$ cat config.mk
export PLATFORM = sky130hd
export DESIGN_NAME = multipop_stack_with_cost_count_flat
export DESIGN_NICKNAME = d
export VERILOG_FILES = /design/src/msc_pkg.sv /design/src/msc_if.sv /design/src/msc_stack_mem.sv /design/src/multipop_stack_with_cost_count.sv /design/src/flat_wrapper.sv
export SDC_FILE = /design/constraint.sdc
export NUM_CORES = 1
export LEC_CHECK = 0
export ABC_AREA = 1
export BUFFER_PORTS_ARGS = -buffer_cell sky130_fd_sc_hd__buf_2
export CORE_MARGIN = 5
export CORE_UTILIZATION = 45
export CTS_CLUSTER_DIAMETER = 150
export DETAILED_ROUTE_END_ITERATION = 8
export GPL_ROUTABILITY_DRIVEN = 1
export PLACE_DENSITY = 0.71
export SLEW_MARGIN = 20
export SYNTH_ARGS = -nofsm -noshare
export SYNTH_HDL_FRONTEND = slang
export SYNTH_SLANG_ARGS = --single-unit
$ cat constraint.sdc
create_clock -name i_clk -period 7.13 [get_ports i_clk]
set_input_delay 0 -clock i_clk [delete_from_list [all_inputs] [get_ports i_clk]]
set_output_delay 0 -clock i_clk [all_outputs]
set_load 0.02 [all_outputs]
$ cat src/msc_pkg.sv
`timescale 1ns / 1ps
// ---------------------------------------------------------------------------
// msc_pkg
// Shared types and constants for the multipop stack with cost counter.
// ---------------------------------------------------------------------------
package msc_pkg;

    localparam int STACK_DEPTH = 16;                       // 2 .. 64
    localparam int ADDR_W      = $clog2(STACK_DEPTH);
    localparam int DEPTH_W     = $clog2(STACK_DEPTH + 1);
    localparam int WORD_W      = 32;
    localparam int OPC_W       = 2;
    localparam int REQ_W       = 7;
    localparam int STAT_W      = 3;
    localparam int OCC_W       = 7;
    localparam int COST_W      = 32;

    typedef enum logic [OPC_W-1:0] {
        OP_PUSH = 2'd0,
        OP_POP  = 2'd1,
        OP_LIST = 2'd2
    } t_opcode;

    typedef enum logic [STAT_W-1:0] {
        ST_PUSHED    = 3'd0,
        ST_POPPED    = 3'd1,
        ST_LISTED    = 3'd2,
        ST_OVERFLOW  = 3'd3,
        ST_UNDERFLOW = 3'd4,
        ST_NOOP      = 3'd5
    } t_status;

    typedef enum logic [1:0] {
        S_IDLE,
        S_POP,
        S_LIST
    } t_state;

    typedef struct packed {
        logic                     en;
        logic [ADDR_W-1:0]        addr;
        logic signed [WORD_W-1:0] data;
    } t_mem_wr;

    typedef struct packed {
        logic              en;
        logic [ADDR_W-1:0] addr;
    } t_mem_rd;

endpackage

$ cat src/msc_if.sv
`timescale 1ns / 1ps
// ---------------------------------------------------------------------------
// msc_if
// Valid/ready channels: command words in, result words out.
// ---------------------------------------------------------------------------
interface msc_cmd_if;
    import msc_pkg::*;

    logic                     valid;
    logic                     ready;
    logic [OPC_W-1:0]         opcode;
    logic signed [WORD_W-1:0] push_value;
    logic [REQ_W-1:0]         pop_request;

    modport source (output valid, output opcode, output push_value, output pop_request,
                    input ready);
    modport sink   (input valid, input opcode, input push_value, input pop_request,
                    output ready);
endinterface

interface msc_res_if;
    import msc_pkg::*;

    logic                     valid;
    logic                     ready;
    logic signed [WORD_W-1:0] element;
    logic [STAT_W-1:0]        status;
    logic                     last;
    logic [OCC_W-1:0]         occupancy;
    logic [COST_W-1:0]        total_cost;

    modport source (output valid, output element, output status, output last,
                    output occupancy, output total_cost, input ready);
    modport sink   (input valid, input element, input status, input last,
                    input occupancy, input total_cost, output ready);
endinterface

$ cat src/msc_stack_mem.sv
`timescale 1ns / 1ps
// ---------------------------------------------------------------------------
// msc_stack_mem
// Stack storage: one write port, one read port, registered read data.
// ---------------------------------------------------------------------------
module msc_stack_mem (
    input  logic                              i_clk,
    input  msc_pkg::t_mem_wr                  i_wr,
    input  msc_pkg::t_mem_rd                  i_rd,
    output logic signed [msc_pkg::WORD_W-1:0] o_rd_data
);
    import msc_pkg::*;

    logic signed [WORD_W-1:0] r_mem [STACK_DEPTH];
    logic signed [WORD_W-1:0] r_rd_data;

    always_ff @(posedge i_clk) begin
        if (i_wr.en) begin
            r_mem[i_wr.addr] <= i_wr.data;
        end
    end

    // read data holds while no read is issued (output stall)
    always_ff @(posedge i_clk) begin
        if (i_rd.en) begin
            r_rd_data <= r_mem[i_rd.addr];
        end
    end

    assign o_rd_data = r_rd_data;

endmodule

$ cat src/multipop_stack_with_cost_count.sv
`timescale 1ns / 1ps
// ---------------------------------------------------------------------------
// multipop_stack_with_cost_count
// Bounded LIFO of signed words with multipop, list and a saturating cost count.
// ---------------------------------------------------------------------------
// Usage:
//   i_cmd carries one command word: push, multipop of pop_request words, or
//   list. o_res returns one result word per pushed, popped or listed element,
//   or a single overflow / underflow / no-op word; last marks the final word
//   of each command.
//   A push, overflow, underflow or no-op result is registered and valid in
//   the cycle after the command is accepted. Multipop and list read the
//   stack memory (registered read data), so the first element passes the
//   read data register and then the result register, then one element per
//   cycle while o_res is not stalled. A single-result command does not
//   hold off the next command; one that emits elements holds it off while the
//   single memory read port walks the stack one entry per cycle.
//   Reset (synchronous, active low) empties the stack and clears the cost;
//   stack memory contents are not cleared and need no clearing pass.
//   A stall on o_res holds the result register and freezes the walk; the
//   next command is taken in the cycle the last result leaves or as soon as
//   the result register is free.
// ---------------------------------------------------------------------------
module multipop_stack_with_cost_count (
    input  logic      i_clk,
    input  logic      i_rst_n,
    msc_cmd_if.sink   i_cmd,
    msc_res_if.source o_res
);
    import msc_pkg::*;

    t_state                   r_state, n_state;
    logic [DEPTH_W-1:0]       r_depth, n_depth;
    logic [COST_W-1:0]        r_cost, n_cost;
    logic [ADDR_W-1:0]        r_ptr, n_ptr;
    logic [REQ_W-1:0]         r_remain, n_remain;

    logic                     r_out_valid;
    logic signed [WORD_W-1:0] r_elem, n_elem;
    t_status                  r_status, n_status;
    logic                     r_last, n_last;
    logic [OCC_W-1:0]         r_occ;
    logic [COST_W-1:0]        r_tot;

    t_mem_wr                  w_wr;
    t_mem_rd                  w_rd;
    logic signed [WORD_W-1:0] w_rd_data;

    logic                     w_slot_free;
    logic                     w_cmd_fire;
    logic                     w_empty;
    logic                     w_full;
    logic [ADDR_W-1:0]        w_top;
    logic                     w_pop_last;
    logic                     w_list_last;
    logic [COST_W-1:0]        w_cost_inc;
    logic                     w_out_load;

    msc_stack_mem u_mem (
        .i_clk     (i_clk),
        .i_wr      (w_wr),
        .i_rd      (w_rd),
        .o_rd_data (w_rd_data)
    );

    assign w_slot_free = !r_out_valid || o_res.ready;
    assign i_cmd.ready = (r_state == S_IDLE) && w_slot_free;
    assign w_cmd_fire  = i_cmd.ready && i_cmd.valid;
    assign w_empty     = (r_depth == '0);
    assign w_full      = (r_depth == DEPTH_W'(STACK_DEPTH));
    assign w_top       = ADDR_W'(r_depth - 1'b1);
    assign w_pop_last  = (r_remain == REQ_W'(1)) || (r_ptr == '0);
    assign w_list_last = (r_ptr == '0);
    assign w_cost_inc  = (r_cost == '1) ? r_cost : r_cost + 1'b1;

    // next state
    always_comb begin
        n_state = r_state;
        case (r_state)
            S_IDLE: begin
                if (w_cmd_fire && !w_empty) begin
                    if (i_cmd.opcode == OP_POP && i_cmd.pop_request != '0) begin
                        n_state = S_POP;
                    end else if (i_cmd.opcode == OP_LIST) begin
                        n_state = S_LIST;
                    end
                end
            end
            S_POP: begin
                if (w_slot_free && w_pop_last) begin
                    n_state = S_IDLE;
                end
            end
            S_LIST: begin
                if (w_slot_free && w_list_last) begin
                    n_state = S_IDLE;
                end
            end
            default: n_state = S_IDLE;
        endcase
    end

    // datapath and memory control
    always_comb begin
        w_out_load = 1'b0;
        n_elem     = '0;
        n_status   = ST_NOOP;
        n_last     = 1'b1;
        n_depth    = r_depth;
        n_cost     = r_cost;
        n_ptr      = r_ptr;
        n_remain   = r_remain;
        w_wr       = '0;
        w_rd       = '0;
        case (r_state)
            S_IDLE: begin
                if (w_cmd_fire) begin
                    case (i_cmd.opcode)
                        OP_PUSH: begin
                            w_out_load = 1'b1;
                            if (w_full) begin
                                n_status = ST_OVERFLOW;
                            end else begin
                                w_wr.en   = 1'b1;
                                w_wr.addr = ADDR_W'(r_depth);
                                w_wr.data = i_cmd.push_value;
                                n_depth   = r_depth + 1'b1;
                                n_cost    = w_cost_inc;
                                n_status  = ST_PUSHED;
                            end
                        end
                        OP_POP, OP_LIST: begin
                            if (w_empty) begin
                                w_out_load = 1'b1;
                                n_status   = ST_UNDERFLOW;
                            end else if (i_cmd.opcode == OP_POP && i_cmd.pop_request == '0) begin
                                w_out_load = 1'b1;
                                n_status   = ST_NOOP;
                            end else begin
                                w_rd.en   = 1'b1;
                                w_rd.addr = w_top;
                                n_ptr     = w_top;
                                n_remain  = i_cmd.pop_request;
                            end
                        end
                        default: begin
                            w_out_load = 1'b1;
                            n_status   = ST_NOOP;
                        end
                    endcase
                end
            end
            S_POP: begin
                if (w_slot_free) begin
                    w_out_load = 1'b1;
                    n_elem     = w_rd_data;
                    n_status   = ST_POPPED;
                    n_last     = w_pop_last;
                    n_depth    = DEPTH_W'(r_ptr);
                    n_cost     = w_cost_inc;
                    n_remain   = r_remain - 1'b1;
                    if (!w_pop_last) begin
                        w_rd.en   = 1'b1;
                        w_rd.addr = r_ptr - 1'b1;
                        n_ptr     = r_ptr - 1'b1;
                    end
                end
            end
            S_LIST: begin
                if (w_slot_free) begin
                    w_out_load = 1'b1;
                    n_elem     = w_rd_data;
                    n_status   = ST_LISTED;
                    n_last     = w_list_last;
                    if (!w_list_last) begin
                        w_rd.en   = 1'b1;
                        w_rd.addr = r_ptr - 1'b1;
                        n_ptr     = r_ptr - 1'b1;
                    end
                end
            end
            default: ;
        endcase
    end

    always_ff @(posedge i_clk) begin
        if (!i_rst_n) begin
            r_state     <= S_IDLE;
            r_depth     <= '0;
            r_cost      <= '0;
            r_out_valid <= 1'b0;
        end else begin
            r_state <= n_state;
            r_depth <= n_depth;
            r_cost  <= n_cost;
            if (w_out_load) begin
                r_out_valid <= 1'b1;
            end else if (o_res.ready) begin
                r_out_valid <= 1'b0;
            end
        end
    end

    always_ff @(posedge i_clk) begin
        r_ptr    <= n_ptr;
        r_remain <= n_remain;
        if (w_out_load) begin
            r_elem   <= n_elem;
            r_status <= n_status;
            r_last   <= n_last;
            r_occ    <= OCC_W'(n_depth);
            r_tot    <= n_cost;
        end
    end

    assign o_res.valid      = r_out_valid;
    assign o_res.element    = r_elem;
    assign o_res.status     = r_status;
    assign o_res.last       = r_last;
    assign o_res.occupancy  = r_occ;
    assign o_res.total_cost = r_tot;

endmodule

$ cat src/flat_wrapper.sv
// flat-port wrapper written by rule: the top's interface ports become plain ports
module multipop_stack_with_cost_count_flat import msc_pkg::*;
  (i_clk, i_rst_n, i_cmd_valid, i_cmd_opcode, i_cmd_push_value, i_cmd_pop_request, i_cmd_ready, o_res_valid, o_res_element, o_res_status, o_res_last, o_res_occupancy, o_res_total_cost, o_res_ready);
  msc_cmd_if i_cmd_i ();
  msc_res_if o_res_i ();
  input  logic i_clk;
  input  logic i_rst_n;
  input wire logic [$bits(i_cmd_i.valid)-1:0] i_cmd_valid;
  input wire logic [$bits(i_cmd_i.opcode)-1:0] i_cmd_opcode;
  input wire logic [$bits(i_cmd_i.push_value)-1:0] i_cmd_push_value;
  input wire logic [$bits(i_cmd_i.pop_request)-1:0] i_cmd_pop_request;
  output wire logic [$bits(i_cmd_i.ready)-1:0] i_cmd_ready;
  output wire logic [$bits(o_res_i.valid)-1:0] o_res_valid;
  output wire logic [$bits(o_res_i.element)-1:0] o_res_element;
  output wire logic [$bits(o_res_i.status)-1:0] o_res_status;
  output wire logic [$bits(o_res_i.last)-1:0] o_res_last;
  output wire logic [$bits(o_res_i.occupancy)-1:0] o_res_occupancy;
  output wire logic [$bits(o_res_i.total_cost)-1:0] o_res_total_cost;
  input wire logic [$bits(o_res_i.ready)-1:0] o_res_ready;
  assign i_cmd_i.valid = i_cmd_valid;
  assign i_cmd_i.opcode = i_cmd_opcode;
  assign i_cmd_i.push_value = i_cmd_push_value;
  assign i_cmd_i.pop_request = i_cmd_pop_request;
  assign i_cmd_ready = i_cmd_i.ready;
  assign o_res_valid = o_res_i.valid;
  assign o_res_element = o_res_i.element;
  assign o_res_status = o_res_i.status;
  assign o_res_last = o_res_i.last;
  assign o_res_occupancy = o_res_i.occupancy;
  assign o_res_total_cost = o_res_i.total_cost;
  assign o_res_i.ready = o_res_ready;
  multipop_stack_with_cost_count u_core (.i_clk(i_clk), .i_rst_n(i_rst_n), .i_cmd(i_cmd_i), .o_res(o_res_i));
endmodule
# [Word-level counts from Yosys, hierarchy flattened]
# Memory sizes are Yosys's and may differ from the RTL's. A register that Yosys moved wholly into a read port is not among the register bits.
# Cells that the tools add are included.
[word_totals] reg_bits=124 output_inout_bits=77 memories=1 mem_bits_rw=512
[mem_list] name="u_core.u_mem.r_mem" depth=16 width=32 read_ports=1 rd_clocked_by_memory_dff=1 wr=1 line="msc_stack_mem.sv:14" text="logic signed [WORD_W-1:0] r_mem [STACK_DEPTH];"
[op_classes] n_mux=65 add_sub_neg=5 reduce_logical=26 n_eq_ne=19
[op_table] operator="32-bit 2-to-1 mux" n=5
[op_table] operator="37-bit 2-to-1 mux" n=4
[op_table] operator="32-bit one-hot mux with 2 select lines" n=1
[op_table] operator="5-bit 2-to-1 mux" n=12
[op_table] operator="7-bit 2-to-1 mux" n=5
[op_table] operator="32-bit by 1-bit adder with 32-bit output (second input constant)" n=1
[op_table] operator="32-bit equality test (second input constant)" n=1
[op_table] operator="4-bit 2-to-1 mux" n=8
[op_table] operator="5-bit one-hot mux with 3 select lines" n=1
[op_table] operator="7-bit one-hot mux with 2 select lines" n=1
[op_table] operator="1-bit 2-to-1 mux" n=12
[op_table] operator="2-bit 2-to-1 mux" n=6
[op_table] operator="2-bit != test (second input constant)" n=6
[op_table] operator="4-bit one-hot mux with 3 select lines" n=1
[op_table] operator="2-bit by 1-bit != test with 1-bit output (second input constant)" n=5
[op_table] operator="5-bit one-hot mux with 2 select lines" n=1
[op_table] operator="3-bit 2-to-1 mux" n=3
[op_table] operator="3-bit one-hot mux with 3 select lines" n=1
[op_table] operator="9-bit AND reduction" n=1
[op_table] operator="4-bit by 1-bit subtractor with 4-bit output (second input constant)" n=2
[op_table] operator="7-bit by 1-bit equality test with 1-bit output (second input constant)" n=1
[op_table] operator="1-bit logical AND" n=7
[op_table] operator="7-bit zero test" n=1
[op_table] operator="7-bit nonzero test" n=1
[op_table] operator="other kinds (20)" n=28

# [Logic depth before layout (Yosys ltp)]
# Gate-level depths: netlist (run 1).
[depth] depth_word=8 ltp_mapped=17 depth_no_buf=15

# [Cells and area by module]
# From an unflattened synthesis (run 1), not the netlist that was laid out.
[hier_totals] cells_unflattened=3092 area_unflattened_um2=30302.8
[by_module_without_submodules] module="msc_stack_mem" cells_per_inst=2120 n_inst=1 area_each_um2=23050.9
[by_module_without_submodules] module="multipop_stack_with_cost_count" cells_per_inst=972 n_inst=1 area_each_um2=7252.0

# [Least setup slack after synthesis (run 1)]
# OpenSTA, ideal clock, no wires.
[synth_path] path_type="register to register" startpoint="reg u_core.r_state[0]" endpoint="reg u_core.r_elem[0] (netlist: u_core.o_res.element[0]), enable pin" path_stages_with_launch=7 setup_ns=0.530 arrival_time_ns=4.655 n_path_buf=0 slack_ns=1.945 synth_period_minus_slack_ns=5.185 path_cell_list="dfxtp_1 -> inv_1 -> ha_1 -> inv_2 -> nor3_4 -> nand2_1 -> a21oi_1"
[synth_via] elab_chain_cells=5 word_cells_on_any_way=8 cone_classes="eq/ne (2); mux (2); reduce/logical (4)"
[synth_rtl] element="start, declared" line="multipop_stack_with_cost_count.sv:32" text="t_state r_state, n_state;"
[synth_rtl] element="start signal, assigned" line="multipop_stack_with_cost_count.sv:193" text="r_state <= n_state;"
[synth_rtl] element="2-bit zero test" line="multipop_stack_with_cost_count.sv:67, multipop_stack_with_cost_count.sv:115"
[synth_rtl] element="1-bit logical AND" line="multipop_stack_with_cost_count.sv:67" text="assign i_cmd.ready = (r_state == S_IDLE) && w_slot_free;"
[synth_rtl] element="1-bit logical AND" line="multipop_stack_with_cost_count.sv:68" text="assign w_cmd_fire = i_cmd.ready && i_cmd.valid;"
[synth_rtl] element="1-bit 2-to-1 mux" line="multipop_stack_with_cost_count.sv:117" text="if (w_cmd_fire) begin"
[synth_rtl] element="1-bit one-hot mux with 2 select lines (*)" line="multipop_stack_with_cost_count.sv:115" text="case (r_state)"
[synth_rtl] element="net u_core.w_out_load" line="multipop_stack_with_cost_count.sv:57" text="logic w_out_load;"
[synth_rtl] element="end signal, assigned" line="multipop_stack_with_cost_count.sv:208" text="r_elem <= n_elem;"
[synth_rtl] element="end, declared" line="multipop_stack_with_cost_count.sv:39" text="logic signed [WORD_W-1:0] r_elem, n_elem;"
# The timed path passes the listed nets; every way through them passes the cells marked *.
# A chain may end at the register's enable or synchronous reset.

# [Worst setup path after layout (run 1)]
[layout_path] startpoint="reg u_core.r_state[1]" endpoint="reg u_core.u_mem.r_rd_data[30] (netlist: u_core.u_mem.o_rd_data[30]) (read register of u_core.u_mem.r_mem) (data pin)"
[layout_via] elab_chain_cells=5 word_cells_on_any_way=7 cone_classes="eq/ne (2); mux (2); reduce/logical (3)"
[layout_rtl] element="2-bit zero test" line="multipop_stack_with_cost_count.sv:67, multipop_stack_with_cost_count.sv:115"
[layout_rtl] element="1-bit logical AND" line="multipop_stack_with_cost_count.sv:67"
[layout_rtl] element="1-bit logical AND" line="multipop_stack_with_cost_count.sv:68"
[layout_rtl] element="5-bit 2-to-1 mux" line="multipop_stack_with_cost_count.sv:117"
[layout_rtl] element="5-bit one-hot mux with 3 select lines (*)" line="multipop_stack_with_cost_count.sv:115"
[layout_rtl] element="end, declared" line="msc_stack_mem.sv:15" text="logic signed [WORD_W-1:0] r_rd_data;"
# Every way passes the cells marked *; elsewhere a longest branch is shown, timed or not.

==> qor_table.md, run 1 <==
| Stage | Metric | This run |
|---|---|---|
| status | Result of the run | finished clean |
| die | Effective utilization at floorplan | 45.5% |
| yosys | Share of the yosys chip area belonging to registers | 64.3% |
| cts | Clock transition time at the flip-flop clock pins of the worst setup and hold paths | 0.06 ns |
| layout | Count of inserted antenna diode cells | 0 |
| worst setup path | Critical Path Fanout Max | 84 |
| yosys | Number of instances in the synthesized netlist | 3038 |
| place | Post-place instance area | 32000 um^2 |
| timing | Max Slew Vio Count | 0 |
| worst setup path | Termination of the worst setup path | u_core.u_mem.o_rd_data[30]$_DFFE_PP_ |
| flow run | Max cap viols | 0 |
| die | Vert. Die Dim | 271 um |
| die | Number of top-level pins | 122 |
| cts | Clock root buffer | sky130_fd_sc_hd__clkbuf_16 |
| timing | Setup violation total in the final timing report | 0 |
| worst setup path | Depth of the most critical reg-to-reg path | 17 |
| timing | Setup slack after layout | 2.17 ns |
| worst setup path | Dominant cell type by count on the critical path | sky130_fd_sc_hd__nand3_1 |
| worst setup path | Crit. End Element | flop |
| cts | Post-CTS repair timing setup buffer count | 0 |
| yosys | Commonest register cell after synthesis | sky130_fd_sc_hd__edfxtp_1 |
| place | Port buffer count | 119 |
| timing | RSZ-0062 raised after global routing | false |
| power and ir drop | Peak ir drop on the vdd network | 0.397 mV |
| cts | CTS H-tree lvls | 3 |
| global routing | Number of antenna violations at the first check in global routing | 0 |
| power and ir drop | Power after layout | 0.0140 W |
| yosys | Yosys warning count | 0 |
| global routing | Vias in the first global route | 20900 |
| global routing | All-Layer GR Usage | 21.6% |
| power and ir drop | Leakage power | 14.6 nW |
| power and ir drop | Power density over the cells | 403 nW/um^2 |
| worst setup path | Worst endpoint data arrival time | 5.32 ns |
| die | Placement Rows | 95 |
| yosys | Area share of the leading cell type in the synthesized netlist | 61.7% |
| power and ir drop | Net switching power figure | 0.00542 W |
| timing | Final worst-path cycle share | 69.5% |
| cts | Total CTS buffers | 71 |
| worst setup path | Category of the most critical setup path | reg -> reg |
| worst setup path | Cell with the biggest individual delay on the critical path | sky130_fd_sc_hd__nand2_4 |
| layout | Area growth from synthesis to final layout | 13.9% |
| yosys | Synth Register Bits | 668 |
| cts | CTS sink cnt | 668 |
| route | Number of design rule violations left after detail routing | 0 |
| timing | Aggregate negative setup slack | 0 ns |
| yosys | Count of cell types in the netlist | 43 |
| power and ir drop | Reg power frac | 37.3% |
| min path | Worst hold path class | in -> reg |
| route | Routed via count | 21900 |
| die | Die ar. | 73300 um^2 |
| route | Detailed Routing Iterations Pass 1 | 6 |
| power and ir drop | Clock network fraction of total power | 27.4% |
| worst setup path | Terminus of the critical flop-to-flop path | u_core.u_mem.o_rd_data[30]$_DFFE_PP_ |
| yosys | Top cells by instance count after synthesis | sky130_fd_sc_hd__nand3_1 (716), sky130_fd_sc_hd__edfxtp_1 (628), sky130_fd_sc_hd__inv_1 (586), sky130_fd_sc_hd__nand2_1 (451), sky130_fd_sc_hd__nor2_1 (128) |
| route | First DRT Iteration DRCs | 2475 |
| route | Average wire length per cell after detail routing | 19.9 um |
| timing | Relative slew slack | 23.4% |
| die | Placeable core region | 67300 um^2 |
| yosys | Most numerous cell in the Yosys netlist | sky130_fd_sc_hd__nand3_1 |
| yosys | Share of synthesized flip-flops with an asynchronous set or reset | 0% |
| power and ir drop | Switching share of power | 38.6% |
| cts | Buffers from clock root to sink, at most | 3 |
| layout | Final cell area excluding filler cells | 34800 um^2 |
| route | Vias per std cell | 5.40 |
| timing | Least-Margin Pin Slew | 1.15 ns |
| yosys | Number of synthesized flops with an enable pin | 628 |
| worst setup path | Critical register-to-register path startpoint | u_core.r_state[1]$_SDFFE_PN0P_ |
| timing | Hold violation total from the final report | 0 |
| die | X dimension of the die | 271 um |
| timing | Fmax | 0.202 GHz |
| cts | Post-CTS resize count | 0 |
| worst setup path | First element of the critical path | u_core.r_state[1]$_SDFFE_PN0P_ |
| worst setup path | Minimum setup slack among reg-to-reg paths | 2.17 ns |
| place | Worst-case setup slack after placement | 2.23 ns |
| yosys | Post-synthesis cell type with the largest combined area | sky130_fd_sc_hd__edfxtp_1 |
| global routing | Grt ovf | 0 |
| worst setup path | Category of the worst setup path launch point | flop |
| power and ir drop | Logic pwr share | 35.4% |
| cts | Clock insertion delay at the later pin of the skew report | 0.62 ns |
| yosys | Post-Syn Area | 30600 um^2 |
| global routing | First-pass GRT wire length | 124000 um |
| place | Final HPWL DP | 43600 um |
| layout | Count of nets after finishing | 3194 |
| worst setup path | Data required time of the critical path | 7.50 ns |
| global routing | Pin count of the biggest net entering global routing | 205 |
| yosys | Post-synthesis area per instance | 10.1 um^2 |
| worst setup path | Maximum single-stage delay on the critical path | 0.83 ns |
| power and ir drop | Internal power consumption | 0.00861 W |
| layout | Proportion of layout cells with a drive suffix above 1 | 9.72% |
| timing | Time the final worst path needs with I/O delays and setup | 4.96 ns |
| place | Final RePlAce weighted congestion | 0.953 |
| yosys | Largest cells by area after synthesis | sky130_fd_sc_hd__edfxtp_1 (62%), sky130_fd_sc_hd__nand3_1 (12%), sky130_fd_sc_hd__inv_1 (7.2%) |
| worst setup path | Critical path, cell by cell | inv_1 > ha_1 > inv_1 > nor2_2 > buf_4 > nand3_1 > nand2_1 > nand2_2 > buf_4 > nand2_4 > nand2_4 > buf_4 > nand2_1 > nand3_1 > nand3_1 > nand3_1 > nand2_1 |
| cts | TritonCTS clock tree | yes |
| timing | Setup clock skew after layout | 0.0347 ns |
| route | Number of nets still failing antenna checks after routing | 0 |
| route | Total routed wirelength | 81000 um |
==> cell type report <==
class / instances / area [um^2]
Clock buffer: 80 / 1840
Clock inverter: 49 / 592
Fill cell: 5877 / 32400
Inverter: 594 / 2240
Multi-Input combinational cell: 1609 / 8170
Sequential cell: 668 / 19700
Tap cell: 873 / 1090
Timing Repair Buffer: 189 / 1240
==> logic make-up after synthesis <==
kind of cell	Yosys count	synth area share [%]
adders and majority gates	16	0.654
buffers and inverters	762	9.71
and+or+nand+nor	1445	22.3
other	1	0.0123
AOI/OAI and AO/OA	116	2.17
DFF	668	64.3
xor gates and xnor gates	30	0.859
==> what timing repair did <==
| item | CTS | global route |
|---|---|---|
| endpoints found under the hold margin | 375 | 16 |
| endpoints found under the setup margin | 0 | 0 |
| hold buffers | 36 | 1 |
==> state kept, by name, summed over array words and instances (netlist names), 3 cells and up <==
name,flops
u_core.r_cost,32
u_core.r_remain,7
u_core.u_mem.r_mem,512
u_core.o_res.element,32
u_core.r_depth,5
u_core.o_res.total_cost,32
u_core.r_ptr,4
u_core.o_res.status,3
u_core.o_res.occupancy,5
u_core.u_mem.o_rd_data,32
==> power by group through the flow <==
| stage | clock [W] | sequential [W] | combinational [W] |
|---|---|---|---|
| global placement | 0 | 0.00531 | 0.00484 |
| floorplan | 0 | 0.00556 | 0.00308 |
| finish | 0.00384 | 0.00523 | 0.00496 |
| detailed placement | 0 | 0.00531 | 0.00489 |
| CTS | 0.00390 | 0.00523 | 0.00494 |
| global route | 0.00405 | 0.00527 | 0.00543 |
==> metrics by stage <==
| step | std cells | utilization (%) | hold WS [ns] |
|---|---|---|---|
| finish | 4062 | 51.8 | 0.0316 |
| global route | 4062 | 51.8 | 0.0444 |
| CTS | 4061 | 51.7 | 0.0119 |
| detailed placement | 3896 | 47.6 | 0.331 |
| global placement | 3896 | 47.6 | 0.323 |
| floorplan | 3039 | - | 0.191 |
==> critical path: cells and delay by family (launching register included) <==
kind | cells | cell delay [ns]
adder cells (fa/ha/maj) | 1 | 0.32
buffers and inverters | 5 | 2.03
flip-flops | 1 | 0.35
AND/OR/NAND/NOR | 11 | 1.92
==> worst min-delay path by stage <==
| stage | slack [ns] | start | cells after the start | endpoint |
|---|---|---|---|---|
| floorplan | 0.19 | i_cmd_pop_request[0] | 2 | u_core.r_remain[0]$_DFFE_PP_ |
| global placement | 0.32 | i_cmd_pop_request[6] | 3 | u_core.r_remain[6]$_DFFE_PP_ |
| detailed placement | 0.33 | i_cmd_pop_request[1] | 3 | u_core.r_remain[1]$_DFFE_PP_ |
| CTS | 0.01 | i_cmd_push_value[12] | 3 | u_core.u_mem.r_mem[1][12]$_DFFE_PP_ |
| global route | 0.04 | i_cmd_valid | 5 | u_core.r_depth[3]$_SDFF_PN0_ |
| finish | 0.03 | i_cmd_push_value[16] | 3 | u_core.u_mem.r_mem[3][16]$_DFFE_PP_ |
==> cell usage in the layout (no fill, tap or decap), types with 3 or more instances in the layout <==
cell type / count
sky130_fd_sc_hd__nand3_1: 716
sky130_fd_sc_hd__edfxtp_1: 628
sky130_fd_sc_hd__inv_1: 585
sky130_fd_sc_hd__nand2_1: 445
sky130_fd_sc_hd__buf_2: 119
sky130_fd_sc_hd__nor2_1: 107
sky130_fd_sc_hd__nand3b_1: 105
sky130_fd_sc_hd__clkbuf_16: 72
sky130_fd_sc_hd__a21oi_1: 46
sky130_fd_sc_hd__dfxtp_1: 40
sky130_fd_sc_hd__dlygate4sd3_1: 37
sky130_fd_sc_hd__o21ai_0: 32
sky130_fd_sc_hd__buf_4: 31
sky130_fd_sc_hd__xor2_1: 28
sky130_fd_sc_hd__nor3_1: 18
sky130_fd_sc_hd__nor2_4: 17
sky130_fd_sc_hd__ha_1: 16
sky130_fd_sc_hd__nand4_1: 14
sky130_fd_sc_hd__clkinv_1: 13
sky130_fd_sc_hd__bufinv_16: 10
sky130_fd_sc_hd__clkinv_2: 10
sky130_fd_sc_hd__a31oi_1: 7
sky130_fd_sc_hd__clkbuf_1: 7
sky130_fd_sc_hd__inv_2: 6
sky130_fd_sc_hd__clkinv_4: 6
sky130_fd_sc_hd__clkinvlp_4: 6
sky130_fd_sc_hd__o211ai_1: 5
sky130_fd_sc_hd__nor2_2: 5
sky130_fd_sc_hd__a21boi_0: 5
sky130_fd_sc_hd__a21oi_4: 4
sky130_fd_sc_hd__nand2_4: 4
sky130_fd_sc_hd__o21ai_1: 4
sky130_fd_sc_hd__a22oi_1: 3
sky130_fd_sc_hd__nor4_1: 3
==> routing by layer <==
layer | share of wire [%] | global-route usage [%]
met2 | 47 | 35.3
met4 | 2.8 | 6.87
met1 | 42 | 29.8
met5 | 0 | 0
met3 | 8.4 | 3.69
Power figures use the tool's default switching activity.
==> run 2: changes to the inputs <==
--- a/config.mk
+++ b/config.mk
@@ -12,7 +12,7 @@
 export CTS_CLUSTER_DIAMETER = 150
 export DETAILED_ROUTE_END_ITERATION = 8
 export GPL_ROUTABILITY_DRIVEN = 1
-export PLACE_DENSITY = 0.71
+export PLACE_DENSITY = 0.74
 export SLEW_MARGIN = 20
 export SYNTH_ARGS = -nofsm -noshare
 export SYNTH_HDL_FRONTEND = slang
==> constraint.sdc (replaced) <==
create_clock -name i_clk -period 4.25 [get_ports i_clk]
set_input_delay 0 -clock i_clk [delete_from_list [all_inputs] [get_ports i_clk]]
set_output_delay 0 -clock i_clk [all_outputs]
set_load 0.02 [all_outputs]
==> qor_table.md, run 2 (synthesis gave the netlist of run 1 again) <==
| Stage | Metric | This run | Delta |
|---|---|---|---|
| status | Result of the run | finished clean |  |
| layout | Most frequent cells in the layout | sky130_fd_sc_hd__nand3_1 (716), sky130_fd_sc_hd__edfxtp_1 (628), sky130_fd_sc_hd__inv_1 (585) |  |
| global routing | Vias in the first global route | 21000 | +0.42% |
| worst setup path | Maximum single-stage delay on the critical path | 0.73 ns | -0.10 ns |
| die | Die ar. | 73300 um^2 | unchanged |
| die | Vert. Die Dim | 271 um | unchanged |
| flow run | Max cap viols | 0 | unchanged |
| cts | TritonCTS clock tree | yes |  |
| layout | Area growth from synthesis to final layout | 14.1% |  |
| route | Vias per std cell | 5.42 | +0.42% |
| timing | Time the final worst path needs with I/O delays and setup | 3.58 ns | -1.38 ns |
| timing | Final worst-path cycle share | 84.2% | +15 points |
| worst setup path | Critical path, cell by cell | inv_1 > ha_1 > inv_1 > nor2_2 > nand3_1 > nand2_1 > nand2_1 > a21oi_4 > clkinv_2 > buf_4 > nand3_1 > nand3_1 > nand2_1 |  |
| layout | Count of filler cells inserted in the layout | 5888 | +0.19% |
| layout | Count of inserted antenna diode cells | 0 | unchanged |
| layout | Most common cell after layout, fill and taps aside | sky130_fd_sc_hd__nand3_1 |  |
| power and ir drop | Leakage power | 14.6 nW | +0.12% |
| layout | Post-layout instance count excluding filler cells | 4076 | +0.34% |
| min path | Worst hold path class | in -> reg |  |
| global routing | All-Layer GR Usage | 21.2% | -0.43 points |
| route | Routed via count | 22100 | +0.76% |
| worst setup path | Worst endpoint data arrival time | 4.05 ns | -1.27 ns |
| cts | CTS H-tree lvls | 3 | unchanged |
| place | Final RePlAce weighted congestion | 0.923 | -3.2% |
| global routing | Number of antenna violations at the first check in global routing | 0 | unchanged |
| cts | Buffers from clock root to sink, at most | 3 | unchanged |
| timing | Least-Margin Pin Slew | 1.14 ns | -0.00530 ns |
| cts | Post-CTS repair timing setup buffer count | 0 | unchanged |
| cts | Clock transition time at the flip-flop clock pins of the worst setup and hold paths | 0.06 ns | about the same |
| route | Number of nets still failing antenna checks after routing | 0 | unchanged |
| cts | Total CTS buffers | 70 | -1.4% |
| timing | Fmax | 0.280 GHz | +39% |
| die | X dimension of the die | 271 um | unchanged |
| worst setup path | Crit. End Element | flop |  |
| global routing | First-pass GRT wire length | 122000 um | -1.4% |
| power and ir drop | Power after layout | 0.0232 W | +65% |
| place | Post-place instance area | 32300 um^2 | +0.84% |
| place | Port buffer count | 119 | unchanged |
| timing | Max Slew Vio Count | 0 | unchanged |
| worst setup path | Cell with the biggest individual delay on the critical path | sky130_fd_sc_hd__clkinv_2 |  |
| layout | Register with the most flip-flops | u_core.u_mem.r_mem |  |
| die | Effective utilization at floorplan | 45.5% | unchanged |
| layout | Count of nets after finishing | 3208 | +0.44% |
| worst setup path | Critical Path Fanout Max | 47 | -44% |
| place | Final HPWL DP | 44700 um | +2.4% |
| worst setup path | Category of the worst setup path launch point | flop |  |
| global routing | Pin count of the biggest net entering global routing | 170 | -17% |
| route | Number of design rule violations left after detail routing | 0 | unchanged |
| cts | Post-CTS resize count | 0 | unchanged |
| die | Number of top-level pins | 122 | unchanged |
| die | Placeable core region | 67300 um^2 | unchanged |
| cts | Clock insertion delay at the later pin of the skew report | 0.63 ns | about the same |
| timing | Setup clock skew after layout | 0.0236 ns | -0.0111 ns |
| route | Average wire length per cell after detail routing | 19.6 um | -1.6% |
| cts | CTS sink cnt | 668 | unchanged |
| global routing | Grt ovf | 0 | unchanged |
| route | Total routed wirelength | 80000 um | -1.2% |
| timing | Aggregate negative setup slack | 0 ns | unchanged |
| timing | Relative slew slack | 23.4% | +0.071 points |
| route | First DRT Iteration DRCs | 2434 | -1.7% |
| route | Detailed Routing Iterations Pass 1 | 6 | unchanged |
| timing | Tightest hold margin | 0.0339 ns | +0.00223 ns |
| power and ir drop | Power density over the cells | 664 nW/um^2 | +65% |
| layout | Final cell area excluding filler cells | 34900 um^2 | +0.19% |
| timing | RSZ-0062 raised after global routing | false |  |
| die | Placement Rows | 95 | unchanged |
| worst setup path | Data required time of the critical path | 4.72 ns | -2.78 ns |
| worst setup path | Category of the most critical setup path | reg -> reg |  |
| timing | Hold violation total from the final report | 0 | unchanged |
| layout | Proportion of layout cells with a drive suffix above 1 | 9.80% | +0.082 points |
| power and ir drop | Peak ir drop on the vdd network | 0.635 mV | +60% |
| place | Placed Cells incl. Taps | 3912 | +0.41% |
| timing | Setup violation total in the final timing report | 0 | unchanged |
| cts | Clock root buffer | sky130_fd_sc_hd__clkbuf_16 |  |
| layout | Number of flip-flops in the largest register | 512 | unchanged |
[run 2: path summary, 6_finish.rpt]
path | startpoint | cells after the start | slack [ns] | endpoint
setup / recovery | u_core.r_state[1]$_SDFFE_PN0P_ | 13 | 0.67 | u_core.u_mem.o_rd_data[0]$_DFFE_PP_
hold / removal | i_cmd_valid | 5 | 0.03 | u_core.r_depth[3]$_SDFF_PN0_
setup reg to reg | u_core.r_state[1]$_SDFFE_PN0P_ | 13 | 0.67 | u_core.u_mem.o_rd_data[0]$_DFFE_PP_
hold reg to reg | u_core.r_depth[4]$_SDFF_PN0_ | 2 | 0.52 | u_core.r_depth[4]$_SDFF_PN0_
[run 2: what timing repair did]
item                                    4_1_cts  5_1_grt
hold buffers                                 36        0
hold endpoints to repair                    394        0
endpoints found under the setup margin        0        0
[run 2: layer usage]
layer | GRT usage, % | routed length [um] | vias to the layer above
met4 | 6.90 | 2320 | 0
met2 | 34.8 | 37900 | 1071
met5 | 0 | 0 | -
met3 | 3.61 | 6870 | 159
li1 | - | - | 10300
met1 | 29.0 | 32900 | 10500
[run 2: layout make-up]
cell class	count	area, um^2	area share [%]
tap	873	1090	3.13
clock inverter	41	352	1.01
sequential	668	19700	56.3
multi-input combinational	1609	8180	23.4
clock buffer	87	1880	5.38
timing repair buffer	204	1500	4.29
inverter	594	2240	6.41
[run 2: metrics by stage]
step,worst slack [ns],util (%)
after detailed placement,0.794,48.0
final,0.673,51.9
after global placement,0.928,48.0
after CTS,0.799,51.8
after global routing,0.436,51.9
after floorplan,0.564,-
[run 2: where the power goes]
group	internal, W	switching (W)
logic	0.00236	0.00612
clock network	0.00336	0.00258
registers	0.00845	0.000319
total	0.0142	0.00901
[run 2: critical path: cells and delay by family, from the launching register on]
kind            cells  cell delay (ns)
compound gates      1             0.17
fa+ha+maj           1             0.39
buf+inv             4             1.64
flops               1             0.33
simple gates        7             0.88
